**config.mk**
```make
export PLATFORM = sky130hd
export DESIGN_NAME = imhq_slot_ram
export DESIGN_NICKNAME = d
export VERILOG_FILES = /design/src/hw/rtl/imhq_slot_ram.sv
export SDC_FILE = /design/constraint.sdc
export NUM_CORES = 2
export LEC_CHECK = 0
export BUFFER_PORTS_ARGS = -buffer_cell sky130_fd_sc_hd__buf_2
export CORE_MARGIN = 2
export CORE_UTILIZATION = 50
export CTS_CLUSTER_DIAMETER = 30
export DETAILED_ROUTE_END_ITERATION = 7
export PLACE_DENSITY = 0.66
export SLEW_MARGIN = 20
export SYNTH_ARGS = -nofsm -noshare
export SYNTH_HDL_FRONTEND = slang
export SYNTH_SLANG_ARGS = --single-unit
```
**constraint.sdc**
```tcl
create_clock -name clk -period 5.5 [get_ports clk]
set_clock_uncertainty 0.2 [all_clocks]
set_input_delay 0.825 -clock clk [delete_from_list [all_inputs] [get_ports clk]]
set_output_delay 0.825 -clock clk [all_outputs]
set_load 0.05 [all_outputs]
```
**src/hw/rtl/imhq_slot_ram.sv**
```systemverilog
// heap slot memory: one write port, two registered read ports
module imhq_slot_ram #(
	parameter int DEPTH = 64,
	parameter int AW    = 6,
	parameter int DW    = 38
) (
	input  logic          clk,
	input  logic          we,
	input  logic [AW-1:0] waddr,
	input  logic [DW-1:0] wdata,
	input  logic [AW-1:0] raddr_a,
	input  logic [AW-1:0] raddr_b,
	output logic [DW-1:0] rdata_a,
	output logic [DW-1:0] rdata_b
);

	logic [DW-1:0] mem [DEPTH];

	always_ff @(posedge clk) begin
		if (we) begin
			mem[waddr] <= wdata;
		end
		rdata_a <= mem[raddr_a];
		rdata_b <= mem[raddr_b];
	end

endmodule

```
==> impl_metrics.json <==
{
  "run_status": "completed",
  "final-setup-viol-count": 0,
  "ios": 134,
  "p_per_area_mw_per_mm2": 406,
  "synth_cells": 5076,
  "routed_wl_um": 370000,
  "path_max_fanout": 4,
  "worst_ep_arrival_time_ns": 2.32,
  "drive_gt1_frac": 0.463,
  "start_util": 0.504,
  "crit_buf_inv": 1,
  "finalMaxSlewViolations": 0,
  "holdWs_ns": 0.0205,
  "clkTransAtPathRegs_ns": 0.05,
  "fin_tns_setup_ns": 0,
  "dieArea_sq_mm": 0.231,
  "wl_per_cell_um": 41.2,
  "peakVddDrop_v": 0.000388,
  "synth_cell_types": 38,
  "ys_seq_elements": 2508,
  "die_w_um": 481,
  "cpLargestDelayFamily": "flip-flops",
  "hold_class": "input pin to flip-flop",
  "synth-simple-area-share": 0.0119,
  "gr-usage-all-layers": 0.323,
  "cts_resized": 0,
  "grt_max_degree": 81,
  "drtPass1Iterations": 6,
  "dieHeight_um": 481,
  "cts_hold_buffers": 0,
  "gr-total-overflow": 0,
  "ant_nets": 0,
  "tightest_slew_ns": 1.22,
  "rsz0062_at_grt": "false",
  "postCtsSetupBuffers": 0,
  "required_ns": 4.47,
  "cts_buffers": 485,
  "start_kind": "flip-flop",
  "port_buffers": 133,
  "grt_pass1_wl_um": 513000,
  "synthAdderAreaFrac": 0,
  "synth_area_sq_mm": 0.114,
  "finalHoldViolCount": 0,
  "clk_latency_ns": 1.01,
  "critical_path_class": "flip-flop to output port",
  "layout.nets": 5618,
  "fmax_mhz": 299,
  "htree_levels": 5,
  "synth_xor_area_frac": 0,
  "worstPathCellList": "buf_2",
  "grt_pass1_vias": 64800,
  "synth-seq-area-share": 0.657,
  "synth-compound-area-share": 0.0154,
  "max_cap_violations": 0,
  "synth_top_family_by_area": "multiplexers",
  "finalCritPeriodShare": 0.607,
  "synth_area_per_cell_sq_um": 22.4,
  "syn-num-nets": 5134,
  "first_iter_violations": 9886,
  "gp_congestion": 0.856,
  "cpMaxStageDelayCell": "dfxtp_1",
  "final.min_clock_period_ns": 3.34,
  "num_rows": 174,
  "core_sq_mm": 0.225,
  "endpoint_kind": "output port",
  "muxShareOfSynthArea": 0.299,
  "dp_hpwl_um": 214000,
  "cts.sink_count": 2508,
  "pre_cts_slack_ns": 1.23,
  "p_total_w": 0.0554,
  "yosysWarnings": 0,
  "via_per_inst": 7.16,
  "antenna_found_initial": 37,
  "cts_root_buffer": "clkbuf_16",
  "slowest_delay_ns": 0.88,
  "vias": 64300,
  "cts_buffer_depth": 4,
  "slew_headroom": 0.187,
  "fin_ws_ns": 2.16,
  "drc": 0,
  "area_growth_pct": 20.2,
  "leakagePower_nw": 44.0,
  "cts_tree": "built"
}
-- power by group --
group / switching [W] / internal, W / leakage (nW)
Clock: 0.0102 / 0.0202 / 8.13
Sequential: 0.000230 / 0.0212 / 22.5
Combinational: 0.00213 / 0.00145 / 13.4
-- per-layer routing --
metal | GRT usage | vias to the layer above | part of all wire
met5 | 0 | - | 0.00017
met4 | 0.147 | 10 | 0.051
met3 | 0.0880 | 1002 | 0.12
met2 | 0.492 | 4716 | 0.47
met1 | 0.440 | 34800 | 0.36
li1 | - | 23800 | -
-- logic make-up (layout without fill, tap and decap cells) --
group,after synthesis,count (layout)
multiplexers,1617,1617
other,0,20
flip-flops,2508,2508
AO/OA/AOI/OAI,247,247
AND/OR/NAND/NOR,298,298
buffers and inverters,406,1299
-- layout make-up --
cell class                 count  area [sq um]
timing repair buffer         402          3600
tap                         2992          3740
sequential                  2508         74600
fill                       15400         88900
antenna                       20          50.0
multi-input combinational   2162         37500
inverter                       1          3.75
clock buffer                 547         12700
clock inverter               349          4250
-- cells in the final DEF, fill, tap and decap left out, types with 22 or more instances in the layout --
cell	count
o211ai_1	41
clkbuf_16	491
clkinv_1	34
buf_12	63
mux2_2	43
bufinv_16	76
a211oi_1	47
nor2_4	64
nor2b_1	45
a22oi_1	86
buf_2	108
clkinv_2	62
clkinv_4	44
nand3_1	22
clkinvlp_4	64
nand2_1	118
edfxtp_1	2432
mux2i_1	159
a21oi_1	45
clkbuf_1	37
inv_6	52
buf_4	221
mux4_2	1415
dfxtp_1	76
-- registers in the layout (all words and copies together), names as in the netlist --
| signal | count |
|---|---|
| mem | 2432 |
| rdata_a | 38 |
| rdata_b | 38 |
-- final timing paths --
path	cells past startpoint	slack [ns]	start	end
max	1	2.16	rdata_a[21]	rdata_a[21]
min	1	0.02	wdata[34]	mem[11][34]
max reg2reg	5	2.64	mem[15][7]	rdata_b[7]
min reg2reg	4	0.67	mem[37][36]	rdata_a[36]
-- cells in the mapped netlist (all sizes together) --
library cell / count / area [sq um]
edfxtp: 2432 / 73000
mux4: 1415 / 31900
buf: 253 / 1370
mux2i: 159 / 1590
clkbuf: 152 / 571
nand2: 119 / 447
a22oi: 86 / 646
nor2: 80 / 300
dfxtp: 76 / 1520
a211oi: 47 / 353
nor2b: 47 / 294
a21oi: 45 / 225
mux2: 43 / 484
o211ai: 41 / 308
nand3: 22 / 110
nand2b: 15 / 93.8
o22ai: 11 / 68.8
nand3b: 4 / 30.0
o21ai: 4 / 20.0
o221a: 4 / 45.0
a221o: 2 / 20.0
a22o: 2 / 17.5
and2: 2 / 12.5
nand4: 2 / 12.5
nor3: 2 / 10.0
or3b: 2 / 17.5
a211o: 1 / 8.76
a31o: 1 / 8.76
inv: 1 / 3.75
nand4b: 1 / 8.76
o2111ai: 1 / 8.76
o221ai: 1 / 8.76
o311ai: 1 / 8.76
or2: 1 / 6.26
or3: 1 / 6.26
-- per-stage QoR --
step / area (sq um) / utilization / instances
after floorplan: 114000 / - / 5076
after global placement: 119000 / 0.530 / 8062
after detailed placement: 119000 / 0.530 / 8062
after CTS: 136000 / 0.605 / 8958
after global routing: 136000 / 0.605 / 8969
final: 136000 / 0.606 / 8981
No activity file was read; power rests on OpenSTA's default activity.
