[src/hw/rtl/imhq_pkg.sv]
// shared types and codes for the indexed min-heap queue
package imhq_pkg;

	localparam int IdWidth = 6;
	localparam int IdCount = 64;

	typedef enum logic [1:0] {
		KIND_PUSH     = 2'd0,
		KIND_POP      = 2'd1,
		KIND_REMOVE   = 2'd2,
		KIND_DECREASE = 2'd3
	} kind_t;

	typedef enum logic [2:0] {
		ST_OK         = 3'd0,
		ST_EMPTY      = 3'd1,
		ST_FULL       = 3'd2,
		ST_ABSENT     = 3'd3,
		ST_PRESENT    = 3'd4,
		ST_NOT_SMALLER = 3'd5
	} status_t;

endpackage

[src/hw/rtl/imhq_pos_ram.sv]
// identifier to slot map memory, one write and one registered read port
module imhq_pos_ram #(
	parameter int AW = 6
) (
	input  logic                         clk,
	input  logic                         we,
	input  logic [imhq_pkg::IdWidth-1:0] waddr,
	input  logic [AW-1:0]                wdata,
	input  logic [imhq_pkg::IdWidth-1:0] raddr,
	output logic [AW-1:0]                rdata
);

	logic [AW-1:0] mem [imhq_pkg::IdCount];

	always_ff @(posedge clk) begin
		if (we) begin
			mem[waddr] <= wdata;
		end
		rdata <= mem[raddr];
	end

endmodule

[config.mk]
export PLATFORM = sky130hd
export DESIGN_NAME = imhq_pos_ram
export DESIGN_NICKNAME = d
export VERILOG_FILES = /design/src/hw/rtl/imhq_pkg.sv /design/src/hw/rtl/imhq_pos_ram.sv
export SDC_FILE = /design/constraint.sdc
export NUM_CORES = 1
export LEC_CHECK = 0
export BUFFER_PORTS_ARGS = -buffer_cell sky130_fd_sc_hd__buf_2
export CAP_MARGIN = 20
export CORE_UTILIZATION = 67
export DETAILED_ROUTE_END_ITERATION = 8
export PLACE_DENSITY = 0.83
export SLEW_MARGIN = 20
export SYNTH_ARGS = -nofsm -noshare
export SYNTH_HDL_FRONTEND = slang
export SYNTH_SLANG_ARGS = --single-unit
[constraint.sdc]
create_clock -name clk -period 4.7 [get_ports clk]
set_clock_uncertainty 0.15 [all_clocks]
set_input_delay 0.94 -clock clk [delete_from_list [all_inputs] [get_ports clk]]
set_output_delay 0.94 -clock clk [all_outputs]
set_load 0.02 [all_outputs]
==> out/metrics.cfg <==
[clock_tree]
postCtsSetupRepairBufs=0
root_buffer=clkbuf_16
clkTransAtPathRegs_ns=0.07
clock_latency_ns=0.53
ctsResizeCount=0
htreeDepth=2
cts.sinks=390
cts_tree=yes
hold_buffers=0
cts-buffers-inserted=37
clk_path_buf_depth=3

[pwr]
ir_worst_vdd_v=0.0005365
internal_power_w=0.005929
leakagePower_nw=5.261
clkPwrFrac_pct=43.3
pwr-share-comb_pct=4.8
p_sw_w=0.001509
powerDensity_mw_per_mm2=441.1
swShare_pct=20.29
p_seq_share_pct=52.0

[worst_setup_path]
worstSetupPathType=in -> reg
r2r-start=mem[43][5]
cp-start-kind=input pin
crit_fanout=65
cp_data_arrival_time_ns=3.23
worst_path_largest_cell_delay_ns=0.71
crit_required_ns=4.97
cp-startpoint=raddr[1]
end_kind=flip-flop
critical_path.cell_chain=buf_4, mux4_2, nor2b_1, a211oi_1, a21oi_1, a32o_1
crit_slowest_cell=buf_4

[route]
wl_met2_microns=16410
routed_wirelength_microns=33440
viasPerCell=7.210
wl_met1_microns=12320
dr_wl_met3_microns=3560
drc=0
top_layer=met4
dr_total_vias=7650
routedWlPerCell_microns=31.52
first_iter_violations=1062
first_pass_iters=7
ant_nets=0

[status]
status=complete, no violations

[floorplan]
die_h_microns=152.8
core_sq_mm=0.02203
rows=54
floorplan.initialDensity_pct=69.13
die_w_microns=152.8
ios=26
dieArea_sq_mm=0.02333

[sta]
setup-tns-final_ns=0
max_freq_mhz=337.0
rsz0062_at_grt=no
fin_ws_ns=1.732
hold_viol_final=0
relSlewSlack_pct=24.28
worstMarginPinSlew_ns=1.127
finalSetupViolations=0
post-route-min-period_ns=2.968
period_share_pct=63.14
finalMaxSlewViolations=0

[job]
cap_violations=0

[layout]
fin_util_pct=76.55
syn2layout_area_growth_pct=10.73
fin_area_sq_mm=0.01686
fin_nets=772
layout-drive-gt1-share_pct=24.23

[grt]
antenna_found_initial=1
first_global_vias=7686
grt_use_total_pct=29.92
overflow=0
grt_pass1_wl_microns=49850
grt_max_degree=66

[placed_design]
placed_cell_area_sq_mm=0.01552
port_buffers=25
dp_hpwl_microns=19220
pre_cts_ws_ns=1.282
place.gp.congestion=0.8420

[synthesis]
synth-seq-cells=390
netlist_area_sq_mm=0.01523
synth_seq_area_share_pct=76.52
ys_async_sr_fraction_pct=0
synth.distinct_cells=37
yosys_warnings=0
syn-instance-count=720
yosys_most_used_dff=edfxtp_1
synth_edf_count=384
synth_nets=740
avgSynthCellArea_sq_um=21.15

[worst_hold_path]
min-delay-start=mem[36][0]
hold_class=reg -> reg

==> synth_stat cells (2+ instances only) <==
master	n	area [sq um]
edfxtp_1	384	11530
mux4_2	87	1959
nor2_1	67	251.5
clkbuf_1	16	60.06
mux2i_1	15	150.1
buf_2	13	65.06
o22ai_1	12	75.07
nand3_1	11	55.05
mux2_2	9	101.4
o221ai_1	9	78.83
nand2_1	8	30.03
nor2b_1	8	50.05
a211oi_1	6	45.04
a21oi_1	6	30.03
dfxtp_1	6	120.1
mux4_1	6	157.7
o21ai_1	6	30.03
o22a_1	6	52.55
buf_6	5	56.30
nand2b_1	5	31.28
nor3_1	5	25.02
nand3b_1	4	30.03
a221oi_1	3	26.28
a32o_1	3	30.03
a22oi_1	2	15.01
buf_12	2	40.04
buf_4	2	15.01
nand4_1	2	12.51
or2_2	2	12.51
or3_1	2	12.51
or3b_2	2	17.52
==> worst paths after layout <==
path,end,slack [ns],depth (start not counted)
worst max register to register,rdata[5],2.52,5
worst min register to register,rdata[0],0.66,4
worst max-delay path,rdata[5],1.73,6
worst min-delay path,rdata[0],0.66,4
==> flip-flops by register name, indices dropped and copies added, names as in the netlist <==
name and count:
rdata 6, mem 384
==> routing by layer <==
layer	track usage [%]	vias up
li1	-	3080
met1	42.66	3910
met2	47.44	576
met3	5.717	84
met4	10.77	0
met5	0	-
==> final cells by class <==
cell class / instances / area, sq um
flip-flops and latches: 390 / 11650
fillers: 1109 / 5166
multi-input cells: 291 / 3328
clock buffers: 41 / 983.4
well taps: 280 / 350.3
clock inverters: 26 / 330.3
repair buffers: 32 / 214.0
diodes: 1 / 2.502
==> power by group through the flow <==
| stage | Clock, W | Sequential [W] | Combinational (W) |
|---|---|---|---|
| finish | 0.00322 | 0.00386 | 0.000356 |
| global route | 0.00333 | 0.00386 | 0.000372 |
| CTS | 0.00321 | 0.00387 | 0.000352 |
| detailed placement | 0 | 0.00394 | 0.000347 |
| global placement | 0 | 0.00394 | 0.000331 |
| floorplan | 0 | 0.00394 | 0.000208 |
==> through the flow <==
stage	instances	hold slack, ns	power [W]
after detailed placement	993	0.6460	0.004287
after floorplan	720	0.5826	0.004145
after CTS	1060	0.6609	0.007433
after global placement	993	0.6257	0.004269
final	1061	0.6643	0.007437
after global routing	1060	0.7139	0.007569
==> cells in the final DEF (no fill, tap or decap), types with 3 or more instances in the layout <==
cell type,netlist,layout
nor3_1,5,4
edfxtp_1,384,384
a211oi_1,6,6
a21oi_1,6,6
o221ai_1,9,9
clkinv_1,0,10
nor2_1,67,67
nand3b_1,4,4
mux4_1,6,6
nand2_1,8,8
nand3_1,11,11
nand2b_1,5,5
a221oi_1,3,3
clkbuf_16,0,39
o21ai_1,6,6
mux2_2,9,9
mux2i_1,15,15
clkinv_2,0,4
bufinv_16,0,8
buf_4,2,13
o22ai_1,12,12
dfxtp_1,6,6
buf_2,13,17
o22a_1,6,6
nor2b_1,8,8
a32o_1,3,3
mux4_2,87,87
==> critical path: cells and delay by family <==
kind | cells | cell delay (ns)
and+or+nand+nor | 1 | 0.14
AOI/OAI and AO/OA | 3 | 0.96
muxes | 1 | 0.40
buffers and inverters | 1 | 0.71
==> logic make-up after synthesis <==
group / share of synthesized area (%)
compound gates: 2.597
flops: 76.52
mux: 15.56
simple gates: 3.673
buf+inv: 1.652
No activity file was read; power rests on OpenSTA's default activity.
